$ cat src/hw/rtl/miw_pkg.sv
`default_nettype none
// ----------------------------------------------------------------------------
// miw_pkg
// Shared types, widths and codes for the minimum-image wrap pipeline.
// ----------------------------------------------------------------------------
package miw_pkg;

	localparam int ENTRY_W    = 21;               // one packed matrix entry
	localparam int COL_W      = 3 * ENTRY_W;      // one packed matrix column
	localparam int DISP_W     = 32;               // Q15.16 displacement
	localparam int FRAC_SHIFT = 36;               // fractional coords in Q.36
	localparam int FRAC_W     = FRAC_SHIFT + 1;   // |f| <= 0.5
	localparam int OUT_SHIFT  = 30;               // Q.46 -> Q.16
	localparam int FSUM_W     = DISP_W + ENTRY_W + 2;
	localparam int ACC_W      = FRAC_W + ENTRY_W + 2;
	localparam int CFG_IDX_W  = 3;

	typedef enum logic [1:0] {
		MODE_NONE = 2'd0,
		MODE_X    = 2'd1,
		MODE_XY   = 2'd2,
		MODE_XYZ  = 2'd3
	} mode_e;

	typedef enum logic [CFG_IDX_W-1:0] {
		REG_PERIOD_MODE = 3'd0,
		REG_BOX_A       = 3'd1,
		REG_BOX_B       = 3'd2,
		REG_BOX_C       = 3'd3,
		REG_INV_A       = 3'd4,
		REG_INV_B       = 3'd5,
		REG_INV_C       = 3'd6
	} cfg_reg_e;

	// data that rides along with each item through every stage
	typedef struct packed {
		mode_e                   mode;
		logic [2:0][DISP_W-1:0]  disp;
		logic                    last;
	} side_t;

	// which axes are periodic for a given mode (bit 0 = x)
	function automatic logic [2:0] axis_enable(input mode_e mode);
		logic [2:0] en;
		case (mode)
			MODE_NONE: en = 3'b000;
			MODE_X:    en = 3'b001;
			MODE_XY:   en = 3'b011;
			MODE_XYZ:  en = 3'b111;
			default:   en = 3'b000;
		endcase
		return en;
	endfunction

endpackage
`default_nettype wire

$ cat src/hw/rtl/miw_frac.sv
`default_nettype none
// ----------------------------------------------------------------------------
// miw_frac
// Removes the nearest integer (ties away from zero) from each Q.36
// fractional coordinate; one register stage.
// ----------------------------------------------------------------------------
module miw_frac (
	input  logic                                  clk,
	input  logic                                  arst_n,
	input  logic                                  in_valid,
	output logic                                  in_ready,
	input  logic [2:0][miw_pkg::FSUM_W-1:0]       in_sum,
	input  miw_pkg::side_t                        in_side,
	output logic                                  out_valid,
	input  logic                                  out_ready,
	output logic [2:0][miw_pkg::FRAC_W-1:0]       out_frac,
	output miw_pkg::side_t                        out_side
);
	import miw_pkg::*;

	localparam logic [FRAC_W-1:0] FRAC_HALF = FRAC_W'(1) << (FRAC_SHIFT - 1);

	logic [2:0]                  neg;
	logic [2:0][FSUM_W-1:0]      mag;
	logic [2:0][FRAC_SHIFT-1:0]  low;
	logic [2:0][FRAC_W-1:0]      fmag;
	logic [2:0][FRAC_W-1:0]      frac_c;
	logic [2:0][FRAC_W-1:0]      frac_s1;
	side_t                       side_s1;
	logic                        vld_s1;
	logic                        en_s1;

	assign en_s1    = !vld_s1 || out_ready;
	assign in_ready = en_s1;

	// on the magnitude: flipping the half bit and subtracting a half gives
	// the low part minus its nearest integer
	always_comb begin
		for (int i = 0; i < 3; i++) begin
			neg[i]    = in_sum[i][FSUM_W-1];
			mag[i]    = neg[i] ? (FSUM_W'(0) - in_sum[i]) : in_sum[i];
			low[i]    = mag[i][FRAC_SHIFT-1:0];
			fmag[i]   = FRAC_W'({~low[i][FRAC_SHIFT-1], low[i][FRAC_SHIFT-2:0]})
				- FRAC_HALF;
			frac_c[i] = neg[i] ? (FRAC_W'(0) - fmag[i]) : fmag[i];
		end
	end

	always_ff @(posedge clk or negedge arst_n) begin
		if (!arst_n)
			vld_s1 <= 1'b0;
		else if (en_s1)
			vld_s1 <= in_valid;
	end

	always_ff @(posedge clk) begin
		if (en_s1 && in_valid) begin
			frac_s1 <= frac_c;
			side_s1 <= in_side;
		end
	end

	assign out_valid = vld_s1;
	assign out_frac  = frac_s1;
	assign out_side  = side_s1;

endmodule
`default_nettype wire

$ cat config.mk
export PLATFORM = sky130hd
export DESIGN_NAME = miw_frac
export DESIGN_NICKNAME = d
export VERILOG_FILES = /design/src/hw/rtl/miw_pkg.sv /design/src/hw/rtl/miw_frac.sv
export SDC_FILE = /design/constraint.sdc
export NUM_CORES = 1
export LEC_CHECK = 0
export BUFFER_PORTS_ARGS = -buffer_cell sky130_fd_sc_hd__buf_2
export CAP_MARGIN = 20
export CELL_PAD_IN_SITES_DETAIL_PLACEMENT = 2
export CELL_PAD_IN_SITES_GLOBAL_PLACEMENT = 2
export CORE_UTILIZATION = 30
export DETAILED_ROUTE_END_ITERATION = 12
export GPL_TIMING_DRIVEN = 0
export PLACE_DENSITY = 0.85
export RECOVER_POWER = 25
export SYNTH_ARGS = -nofsm -noshare
export SYNTH_HDL_FRONTEND = slang
export SYNTH_SLANG_ARGS = --single-unit
$ cat constraint.sdc
create_clock -name clk -period 6.3 [get_ports clk]
set_input_delay 0.945 -clock clk [delete_from_list [all_inputs] [get_ports clk]]
set_output_delay 0.945 -clock clk [all_outputs]
set_load 0.01 [all_outputs]
==> results.py <==
metrics = {
    "route": {
        "wire_per_inst_um": 23.5,
        "detail_route.vias_per_cell": 5.48,
        "num_vias": 12800,
        "drc_errors": 0,
        "dr.first_iter.drc_count": 612,
        "routed_wl_um": 55100,
        "drtPass1Iterations": 7,
        "drtAntennaViolNets": 0,
    },
    "sta": {
        "grt_setup_unrepaired": "false",
        "finalCritPeriodShare": 0.791,
        "fin_crit_ps": 4990,
        "tightest_slew_ps": 3510,
        "final.setup_skew_ps": 19.2,
        "finalHoldViolations": 0,
        "drv_slew": 47,
        "max_slew_margin": -1.34,
        "max_freq_ghz": 0.201,
        "setup-violations-final": 0,
        "finalSetupTns_ps": 0,
    },
    "clock_tree": {
        "post_cts_resized": 0,
        "clkTransAtPathRegs_ps": 60,
        "cts_hold_buf": 0,
        "tritoncts_num_sinks": 211,
        "cts_tree": "built",
        "cts_buffers": 27,
        "clock_latency_ps": 560,
        "clockBufferDepth": 3,
        "cts.htree.levels": 1,
        "post-cts-setup-buffers": 0,
        "ctsRootBufferMaster": "clkbuf_16",
    },
    "synth": {
        "yosysUniqueCellTypes": 83,
        "yosysWarnings": 0,
        "synth.net_count": 1576,
        "synth_top_flop_cell": "edfxtp_1",
        "yosysSeqAreaShare": 0.478,
        "synth_edf_count": 210,
        "synth_area_leaders": "edfxtp_1 (48%), xnor2_1 (7.2%), xor2_1 (5.1%), nand2_1 (3.1%), o21ai_0 (2.7%)",
        "synth_area_um2": 13200,
        "syn_inst": 1302,
        "synth_top_cell_area_share": 0.477,
        "avgSynthCellArea_um2": 10.2,
        "yosys.area.top_type": "edfxtp_1",
        "synth_seq_cells": 211,
        "async_flop_share": 0.00474,
    },
    "global_route": {
        "grt_pass1_wl_um": 82500,
        "antenna_found_initial": 4,
        "grt_start_max_net_pins": 69,
        "grt_pass1_vias": 13900,
        "track_usage": 0.238,
        "grt_overflow": 0,
    },
    "place": {
        "io_buffers": 398,
        "dpl-instance-area_um2": 16100,
        "place.detailed.hpwl_um": 41800,
        "place_congestion": 0.871,
    },
    "power": {
        "leakagePower_nw": 6.08,
        "peakVddDrop_uv": 186,
        "total_power_mw": 3.86,
        "p_per_area_nw_per_um2": 228,
    },
    "layout": {
        "seq_area_um2": 6330,
        "final_net_count": 2010,
        "multi_input_area_um2": 6480,
        "nFillCells": 4765,
        "area_delta_synth_final_pct": 27.7,
        "final_util": 0.391,
        "design_area_um2": 16900,
        "final_cell_mix": "buf_2 (388), edfxtp_1 (210), nand2_1 (110)",
        "drive_gt1_frac": 0.269,
        "mostFrequentLayoutCell": "buf_2",
    },
    "critical_path": {
        "path_max_fanout": 10,
        "crit_type": "in -> reg",
        "worstReg2RegStart": "out_valid$_DFFE_PN0N_",
        "r2r_slack_ps": 1460,
        "crit_required_ps": 6590,
        "r2r_cells": 3,
        "cp.arrival_ps": 5280,
        "start_kind": "primary input",
        "reg2reg_to": "out_frac[71]$_DFFE_PP_",
        "cp-end-kind": "flop",
    },
    "die": {
        "die_x_um": 212,
        "rows": 76,
        "die-area_um2": 45000,
        "coreArea_um2": 43300,
        "ios": 480,
        "fp.dieH_um": 212,
        "initial_utilization": 0.306,
    },
    "flow_run": {
        "maxCapViolations": 1,
    },
    "run_status": {
        "status": "finished with violations",
        "violations": "capacitance limit, slew limit",
    },
    "min_path": {
        "hp-class": "in -> async",
    },
}
-- power by group --
group | leakage, nW | internal (mW) | switching (mW)
Sequential | 2.00 | 1.66 | 0.0272
Clock | 0.421 | 0.907 | 0.636
Combinational | 3.66 | 0.223 | 0.407
Total | 6.08 | 2.79 | 1.07
-- critical path, stage by stage --
cell and delay (ps):
clkbuf_1 130, clkbuf_1 220, inv_1 140, ha_1 290, clkbuf_1 460, nor4b_1 430
nand4_1 360, o41ai_1 490, xor2_1 290, a21boi_0 270, nor4b_2 650, a31oi_1 190
o21ai_0 300, xnor2_1 110
-- cells by family (layout without fill, tap and decap cells) --
logic type,Yosys count,after routing,synth area share
other,0,1,0
adder cells (fa/ha/maj),6,6,0.00567
buffers and inverters,101,556,0.0321
XOR/XNOR,186,186,0.123
AO/OA/AOI/OAI,252,252,0.130
flip-flops,211,211,0.478
AND/OR/NAND/NOR,531,531,0.219
multiplexers,15,15,0.0116
-- routing by layer --
metal | track usage | vias to the layer above | wire [um]
li1 | - | 5792 | -
met1 | 0.278 | 6515 | 22000
met2 | 0.436 | 444 | 28300
met5 | 0 | - | 35
met4 | 0.0695 | 6 | 1290
met3 | 0.0445 | 86 | 3480
-- how the worst max path moves through the flow --
stage                               to  cells past startpoint        start  slack, ps
3_3_place_gp     out_side[0]$_DFFE_PP_                      3    out_ready       1000
3_5_place_dp   out_frac[103]$_DFFE_PP_                     14  in_sum[110]        920
4_1_cts        out_frac[103]$_DFFE_PP_                     14  in_sum[110]       1470
5_1_grt         out_frac[54]$_DFFE_PP_                      4    out_ready       1000
6_report       out_frac[103]$_DFFE_PP_                     14  in_sum[110]       1310
2_1_floorplan   out_frac[35]$_DFFE_PP_                     14    in_sum[0]       2020
-- final cells by class --
| type | instances | area share |
|---|---|---|
| multi-input cells | 990 | 0.383 |
| flip-flops and latches | 211 | 0.375 |
| repair buffers | 405 | 0.122 |
| well taps | 585 | 0.0433 |
| clock buffers | 31 | 0.0409 |
| plain buffers | 76 | 0.0196 |
| clock inverters | 19 | 0.0105 |
| inverters | 25 | 0.00555 |
| diodes | 1 | 0.000148 |
-- registers in the layout (all words and copies together), names as in the netlist --
signal / count
out_frac: 111
out_side: 99
out_valid: 1
-- per-stage QoR --
step / cells / setup WS (ps) / hold WS [ps]
finish: 2343 / 1310 / 159
floorplan: 1302 / 2020 / 622
CTS: 2339 / 1470 / 137
global route: 2343 / 999 / 148
global placement: 2285 / 1000 / 498
detailed placement: 2289 / 923 / 528
-- Yosys cell counts (4+ instances only) --
library cell    n
buf_6           5
a41oi_1         4
buf_1           4
a32o_1          4
nand2_1       110
ha_1            6
nor2_1         90
and3_1         14
a2111oi_0       9
xor2_1         77
mux2i_1        12
nand2b_1       15
nor4b_1         6
o31ai_1        16
nand4b_1        5
clkbuf_1       62
a21boi_0       14
o41ai_1        12
and4_1         10
a31oi_1        17
or4_1          19
o21ai_0        72
or3_1          36
o22ai_1         4
nor3_1         61
a21oi_1        35
nor4b_2         4
xnor2_1       109
nand3_1        47
nand3b_1        5
buf_2           4
o31a_1          6
nor3b_1         4
nand4_1        27
nor4_1         28
edfxtp_1      210
o211ai_1        7
a211o_1        10
nor2b_1        11
inv_1          25
o2111ai_1       5
and2_1          9
or2_2          10
No activity file was read; power rests on OpenSTA's default activity.
