<file path="src/hw/rtl/miw_pkg.sv">
`default_nettype none
// ----------------------------------------------------------------------------
// miw_pkg
// Shared types, widths and codes for the minimum-image wrap pipeline.
// ----------------------------------------------------------------------------
package miw_pkg;

	localparam int ENTRY_W    = 21;               // one packed matrix entry
	localparam int COL_W      = 3 * ENTRY_W;      // one packed matrix column
	localparam int DISP_W     = 32;               // Q15.16 displacement
	localparam int FRAC_SHIFT = 36;               // fractional coords in Q.36
	localparam int FRAC_W     = FRAC_SHIFT + 1;   // |f| <= 0.5
	localparam int OUT_SHIFT  = 30;               // Q.46 -> Q.16
	localparam int FSUM_W     = DISP_W + ENTRY_W + 2;
	localparam int ACC_W      = FRAC_W + ENTRY_W + 2;
	localparam int CFG_IDX_W  = 3;

	typedef enum logic [1:0] {
		MODE_NONE = 2'd0,
		MODE_X    = 2'd1,
		MODE_XY   = 2'd2,
		MODE_XYZ  = 2'd3
	} mode_e;

	typedef enum logic [CFG_IDX_W-1:0] {
		REG_PERIOD_MODE = 3'd0,
		REG_BOX_A       = 3'd1,
		REG_BOX_B       = 3'd2,
		REG_BOX_C       = 3'd3,
		REG_INV_A       = 3'd4,
		REG_INV_B       = 3'd5,
		REG_INV_C       = 3'd6
	} cfg_reg_e;

	// data that rides along with each item through every stage
	typedef struct packed {
		mode_e                   mode;
		logic [2:0][DISP_W-1:0]  disp;
		logic                    last;
	} side_t;

	// which axes are periodic for a given mode (bit 0 = x)
	function automatic logic [2:0] axis_enable(input mode_e mode);
		logic [2:0] en;
		case (mode)
			MODE_NONE: en = 3'b000;
			MODE_X:    en = 3'b001;
			MODE_XY:   en = 3'b011;
			MODE_XYZ:  en = 3'b111;
			default:   en = 3'b000;
		endcase
		return en;
	endfunction

endpackage
`default_nettype wire

</file>
<file path="src/hw/rtl/miw_round.sv">
`default_nettype none
// ----------------------------------------------------------------------------
// miw_round
// Output stage: Q.46 to Q.16 rounding (ties away from zero), saturation,
// and pass-through of the non-periodic axes.
// ----------------------------------------------------------------------------
module miw_round (
	input  logic                                  clk,
	input  logic                                  arst_n,
	input  logic                                  in_valid,
	output logic                                  in_ready,
	input  logic [2:0][miw_pkg::ACC_W-1:0]        in_acc,
	input  miw_pkg::side_t                        in_side,
	output logic                                  out_valid,
	input  logic                                  out_ready,
	output logic [2:0][miw_pkg::DISP_W-1:0]       out_wrapped,
	output logic                                  out_last
);
	import miw_pkg::*;

	localparam int QSUM_W = ACC_W + 2;
	localparam int Q_W    = QSUM_W - OUT_SHIFT;
	localparam logic [QSUM_W-1:0] RND      = QSUM_W'(1) << (OUT_SHIFT - 1);
	localparam logic [Q_W-1:0]    POS_MAX  = Q_W'((64'd1 << (DISP_W - 1)) - 64'd1);
	localparam logic [Q_W-1:0]    NEG_MAG  = Q_W'(64'd1 << (DISP_W - 1));
	localparam logic [DISP_W-1:0] SAT_POS  = {1'b0, {(DISP_W-1){1'b1}}};
	localparam logic [DISP_W-1:0] SAT_NEG  = {1'b1, {(DISP_W-1){1'b0}}};

	logic [2:0]               ax_en;
	logic [2:0]               neg;
	logic [2:0][ACC_W-1:0]    mag;
	logic [2:0][QSUM_W-1:0]   qsum;
	logic [2:0][Q_W-1:0]      q;
	logic [2:0][DISP_W-1:0]   rnd;
	logic [2:0][DISP_W-1:0]   wrap_c;
	logic [2:0][DISP_W-1:0]   wrap_s1;
	logic                     last_s1;
	logic                     vld_s1;
	logic                     en_s1;

	assign en_s1    = !vld_s1 || out_ready;
	assign in_ready = en_s1;

	assign ax_en = axis_enable(in_side.mode);

	always_comb begin
		for (int i = 0; i < 3; i++) begin
			neg[i]  = in_acc[i][ACC_W-1];
			mag[i]  = neg[i] ? (ACC_W'(0) - in_acc[i]) : in_acc[i];
			qsum[i] = QSUM_W'(mag[i]) + RND;
			q[i]    = qsum[i][QSUM_W-1:OUT_SHIFT];
			if (neg[i])
				rnd[i] = (q[i] > NEG_MAG) ? SAT_NEG : DISP_W'(Q_W'(0) - q[i]);
			else
				rnd[i] = (q[i] > POS_MAX) ? SAT_POS : DISP_W'(q[i]);
			wrap_c[i] = ax_en[i] ? rnd[i] : in_side.disp[i];
		end
	end

	always_ff @(posedge clk or negedge arst_n) begin
		if (!arst_n)
			vld_s1 <= 1'b0;
		else if (en_s1)
			vld_s1 <= in_valid;
	end

	always_ff @(posedge clk) begin
		if (en_s1 && in_valid) begin
			wrap_s1 <= wrap_c;
			last_s1 <= in_side.last;
		end
	end

	assign out_valid   = vld_s1;
	assign out_wrapped = wrap_s1;
	assign out_last    = last_s1;

endmodule
`default_nettype wire

</file>
<file path="config.mk">
export PLATFORM = sky130hd
export DESIGN_NAME = miw_round
export DESIGN_NICKNAME = d
export VERILOG_FILES = /design/src/hw/rtl/miw_pkg.sv /design/src/hw/rtl/miw_round.sv
export SDC_FILE = /design/constraint.sdc
export NUM_CORES = 1
export LEC_CHECK = 0
export BUFFER_PORTS_ARGS = -buffer_cell sky130_fd_sc_hd__buf_2
export CAP_MARGIN = 20
export CORE_MARGIN = 2
export CORE_UTILIZATION = 54
export DETAILED_ROUTE_END_ITERATION = 10
export PLACE_DENSITY = 0.83
export REMOVE_ABC_BUFFERS = 1
export SLEW_MARGIN = 40
export SYNTH_ARGS = -nofsm -noshare
export SYNTH_HDL_FRONTEND = slang
export SYNTH_SLANG_ARGS = --single-unit
</file>
<file path="constraint.sdc">
create_clock -name clk -period 4.32 [get_ports clk]
set_input_delay 1.296 -clock clk [delete_from_list [all_inputs] [get_ports clk]]
set_output_delay 1.296 -clock clk [all_outputs]
set_load 0.1 [all_outputs]
</file>
==> results by group, run 1 <==
Clock tree
  – CTS Hold Bufs: 0
  – Clock Sinks: 98
  – Clock buffer depth: 2
  – CTS HTree Levels: 3
  – CTS Buf Count: 9
  – Clk root buf: clkbuf_16

Yosys
  – Synth top area share: 0.2241
  – Synth area leader: edfxtp_1
  – Number of synthesized register bits: 98
  – Synthesized netlist cell count: 1702
  – Mapped cell area: 13000 um^2
  – Syn avg cell area: 7.637 um^2
  – Synth area leaders: edfxtp_1 (22%), xnor2_1 (9.1%), xor2_1 (6.7%)
  – Ys async rst share: 0.01020
  – Post-synth EDFFs: 97
  – Ys flop type: edfxtp_1
  – YS warnings: 0
  – Post-synthesis sequential area ratio: 0.2260
  – Netlist cell types: 95

Placement
  – Port-buffer cells: 381
  – Area after DPL: 19170 um^2
  – DP Wirelength: 41.00 mm
  – Routability congestion estimate from global placement: 0.9952

Global route
  – GRT Util Overall: 0.8580
  – Grt total ovfl: 448
  – Pin count of the biggest net entering global routing: 63

Status
  – Status: aborted with a tool error
  – Err: [ERROR GRT-0232] Routing congestion too high. Check the congestion heatmap in the GUI.
  – Failed at: global routing

Floorplan
  – Die W: 159.1 um
  – IO Pins: 382
  – Starting Density: 0.5521
  – Rows: 56
  – Die Ht: 159.1 um

Timing
  – WEP type: register input
  – Worst_ep grt: out_wrapped[92]$_DFFE_PP_/D
-- metrics by stage --
step / cells / setup TNS, ps / hold WS, ps / setup slack (ps)
global placement: 2858 / -79800 / 522.4 / -1539
detailed placement: 2858 / -90950 / 574.4 / -1733
CTS: 2927 / -34660 / 596.6 / -966.3
floorplan: 1585 / -141630 / 1000 / -1575
-- what timing repair did --
| action | 4_1_cts |
|---|---|
| endpoints found under the hold margin | 0 |
| pin swaps | 193 |
| gates resized for setup | 329 |
| setup endpoints to repair | 81 |
| buffers inserted | 84 |
-- cells in the mapped netlist (8+ instances only) --
| cell | number |
|---|---|
| nand2_1 | 188 |
| nor2_1 | 137 |
| xnor2_1 | 135 |
| o21ai_0 | 99 |
| xor2_1 | 99 |
| edfxtp_1 | 97 |
| clkbuf_1 | 88 |
| a21oi_1 | 74 |
| nand3_1 | 67 |
| nor3_1 | 52 |
| nand4_1 | 50 |
| nor4_1 | 44 |
| o31ai_1 | 40 |
| inv_1 | 34 |
| or3_1 | 28 |
| nand2b_1 | 26 |
| a31oi_1 | 24 |
| o21ai_1 | 24 |
| mux2i_1 | 23 |
| o41ai_1 | 20 |
| or4_1 | 19 |
| o211ai_1 | 17 |
| and3_1 | 16 |
| buf_2 | 16 |
| or2_2 | 16 |
| and2_1 | 14 |
| and4_1 | 14 |
| mux2_2 | 12 |
| a21o_1 | 11 |
| buf_1 | 11 |
| a211oi_1 | 10 |
| ha_1 | 9 |
| nand4b_1 | 9 |
| nor2b_1 | 8 |
-- kinds of logic after synthesis --
family	after synthesis	synth area share
AOI/OAI and AO/OA	445	0.2373
xor gates and xnor gates	235	0.1594
adders and majority gates	9	0.008664
buffers and inverters	153	0.04659
DFF	98	0.2260
muxes	35	0.02811
and+or+nand+nor	727	0.2939
-- metal layers --
layer / overflow / GRT usage
met1: 12 / 0.8362
met2: 259 / 1.020
met3: 4 / 0.7111
met4: 173 / 0.9455
met5: 0 / 0.2254
==> run 2: changes to the inputs <==
- CORE_UTILIZATION: 54 -> 40
- PLACE_DENSITY: 0.83 -> not set
- PLACE_DENSITY_LB_ADDON: not set -> 0.15
==> run 2 against run 1 <==
Synthesized cell count is the same. The flow now finishes, with violations (setup timing). Synthesized area did not move.
==> results by group, run 2 <==
Pwr
  – VDD IR max: 0.2141 mV
  – Flop pwr share: 0.251
  – Logic pwr share: 0.541
  – Pwr Density: 201.6 nW/um^2
  – Power Internal: 2657 uW
  – Clock Power Share: 0.208
  – Leak: 0.009889 uW
  – Switching share of power: 0.4285
  – Net Sw Power: 1992 uW

Worst setup path
  – Critical path's largest stage delay: 600 ps
  – Worst-path cell chain: buf_2 -> nor4_4 -> nand4_1 -> or3_4 -> o21ai_2 -> xnor2_1 -> ha_2 -> o211ai_1 -> mux2_4 -> or3_4 -> nor3_2 -> a21boi_0 -> a21o_1 -> or4_4 -> buf_12 -> o31ai_4 -> xnor2_2 -> o21ai_1
  – Critical path class: in2reg
  – CP max stage cell: or4_4
  – Type of destination of the critical path: register
  – Buf+Inv Stages, Crit Path: 2
  – CP max FO: 6
  – Crit path max-delay family: simple AND/OR/NAND/NOR gates
  – Worst Path Required: 4450 ps
  – Worst Path Arrival: 5400 ps
  – Crit-path most repeated cell: or3_4
  – Worst setup SP type: input port

Floorplan
  – Die ar.: 33950 um^2
  – Starting Density: 0.4025 (was 0.5521)
  – Core area: 32290 um^2
  – Rows: 66 (was 56)
  – IO Pins: 382 (unchanged)
  – Die W: 184.3 um (was 159.1 um)
  – Die Ht: 184.3 um (was 159.1 um)

Yosys
  – YS warnings: 0 (unchanged)
  – Synthesized netlist cell count: 1702 (unchanged)
  – Netlist cell types: 95 (unchanged)
  – Ys flop type: edfxtp_1 (unchanged)
  – Synth area leader: edfxtp_1 (unchanged)
  – Post-synth EDFFs: 97 (unchanged)
  – Synth area leaders: edfxtp_1 (22%), xnor2_1 (9.1%), xor2_1 (6.7%) (unchanged)
  – Number of synthesized register bits: 98 (unchanged)
  – Synth top area share: 0.2241 (unchanged)
  – Mapped cell area: 13000 um^2 (unchanged)
  – Syn avg cell area: 7.637 um^2 (unchanged)
  – Ys async rst share: 0.01020 (unchanged)
  – Top post-synthesis cells by count: nand2_1 (188), nor2_1 (137), xnor2_1 (135) (unchanged)
  – Post-synthesis sequential area ratio: 0.2260 (unchanged)
  – Top-count cell post-synth: nand2_1 (unchanged)

Routing
  – ANT nets after route: 0
  – DRC viols: 0
  – Drt pass-1 iters: 7
  – Drt via density: 5.556
  – Vias: 17330
  – Initial DRC count: 976
  – Post-Route WL: 54.97 mm
  – WL/cell: 17.63 um

Status
  – Failing checks: setup timing
  – Status: finished with violations (was aborted with a tool error)

Placement
  – Port-buffer cells: 381 (unchanged)
  – Area after DPL: 19440 um^2 (was 19170 um^2)
  – Routability congestion estimate from global placement: 0.9485 (was 0.9952)
  – DP Wirelength: 40.04 mm (was 41.00 mm)
  – Placed cell count: 3000 (was 2858)

Global route
  – Grt total ovfl: 0
  – First-pass GRT wire length: 82.25 mm
  – GRT Util Overall: 0.3018
  – Initial antenna violation count: 1
  – Pin count of the biggest net entering global routing: 57
  – Vias in the first global route: 16640

Final layout
  – Area Growth Syn to Fin: 77.44%
  – Fin util: 0.7143
  – Share of cells above drive strength 1: 0.5273
  – Final Net Count: 2963
  – Commonest non-fill, non-tap cell in the layout: buf_4
  – Layout Cells excl Fill: 3118
  – Max FFs per register: 96
  – Fin area: 23060 um^2
  – Antenna Cells: 0
  – Most frequent cells in the layout: buf_4 (620), buf_2 (367), nand2_1 (167)

Clock tree
  – Clock Sinks: 98 (unchanged)
  – Clk_lat worst skew: 400 ps
  – CTS Buf Count: 9 (unchanged)
  – CTS Hold Bufs: 0 (unchanged)
  – CTS tree: done
  – Clk root buf: clkbuf_16 (unchanged)
  – CTS HTree Levels: 3 (unchanged)
  – Clock buffer depth: 2 (unchanged)
  – Worst-path clk slew: 70 ps

Worst hold path
  – Hold Crit Class: reg2reg

Timing
  – Final Hold Fails: 0
  – Sum Neg Setup Slack: -40080 ps
  – Max-Slew Margin vs Limit: 0.4552
  – RSZ-0062 raised after global routing: yes
  – Worst Skew: 14.76 ps
  – Max-slew violations: 0
  – Minimum clock period: 5275 ps
  – Setup ws final: -954.7 ps
  – Fin crit share: 1.221
  – Max frequency: 189.6 MHz
  – Final setup viols: 74
  – Worst Hold Slack: 531.9 ps
  – Worst-margin pin slew: 817.2 ps

Run
  – Max Cap Viol: 0
==> run 2: timing repair <==
| action | in CTS | in global routing |
|---|---|---|
| pin swaps | 167 | 140 |
| setup endpoints to repair | 81 | 79 |
| setup buffers | 70 | 54 |
| resized for setup | 344 | 158 |
==> run 2: per-layer routing <==
layer  track usage  vias up  wire, um
li1              -     8341         -
met1        0.3733     8206     22760
met2        0.5312      667     27290
met3       0.04149      109      3173
met4        0.1149        2      1738
met5             0        -        14
==> run 2: power groups by stage <==
stage | Clock, uW | Combinational (uW) | Sequential (uW)
global route | 1020 | 2660 | 1180
finish | 968 | 2510 | 1170
global placement | 0 | 2130 | 1190
CTS | 986 | 2350 | 1170
detailed placement | 0 | 2150 | 1190
floorplan | 0 | 716 | 1720
==> run 2: kinds of logic after synthesis <==
family / after synthesis / share of synthesized area
compound gates: 445 / 0.2373
xor+xnor: 235 / 0.1594
fa+ha+maj: 9 / 0.008664
buf+inv: 153 / 0.04659
flops: 98 / 0.2260
mux: 35 / 0.02811
simple gates: 727 / 0.2939
==> run 2: cell type report <==
type,instances,area [um^2]
Timing Repair Buffer,1075,7525
Multi-Input combinational cell,1451,11580
Inverter,36,137.6
Clock inverter,7,105.1
Fill cell,2519,9226
Clock buffer,9,225.2
Sequential cell,98,2938
Tap cell,442,553.0
==> run 2: final timing paths <==
check                      cells past startpoint                        end                   from  slack, ps
min reg2reg                                    2      out_valid$_DFFE_PN0N_  out_valid$_DFFE_PN0N_        530
min in group asynchronous                      1      out_valid$_DFFE_PN0N_                 arst_n        670
max                                           18  out_wrapped[89]$_DFFE_PP_            in_acc[144]       -950
max in group asynchronous                      1      out_valid$_DFFE_PN0N_                 arst_n       3570
max reg2reg                                    3  out_wrapped[42]$_DFFE_PP_  out_valid$_DFFE_PN0N_       2380
min                                            2      out_valid$_DFFE_PN0N_  out_valid$_DFFE_PN0N_        530
==> run 2: worst min-delay path: stages, from the launching register on <==
cell,delay [ps]
dfrtp_1,340
nand2b_1,90
nand2b_1,70
==> run 2: stage by stage <==
step / setup slack, ps / power, uW
6_report: -954.7 / 4650
5_1_grt: -1201 / 4852
4_1_cts: -794.9 / 4509
3_5_place_dp: -1697 / 3344
3_3_place_gp: -1582 / 3319
2_1_floorplan: -1575 / 2436
Power figures use the tool's default switching activity.
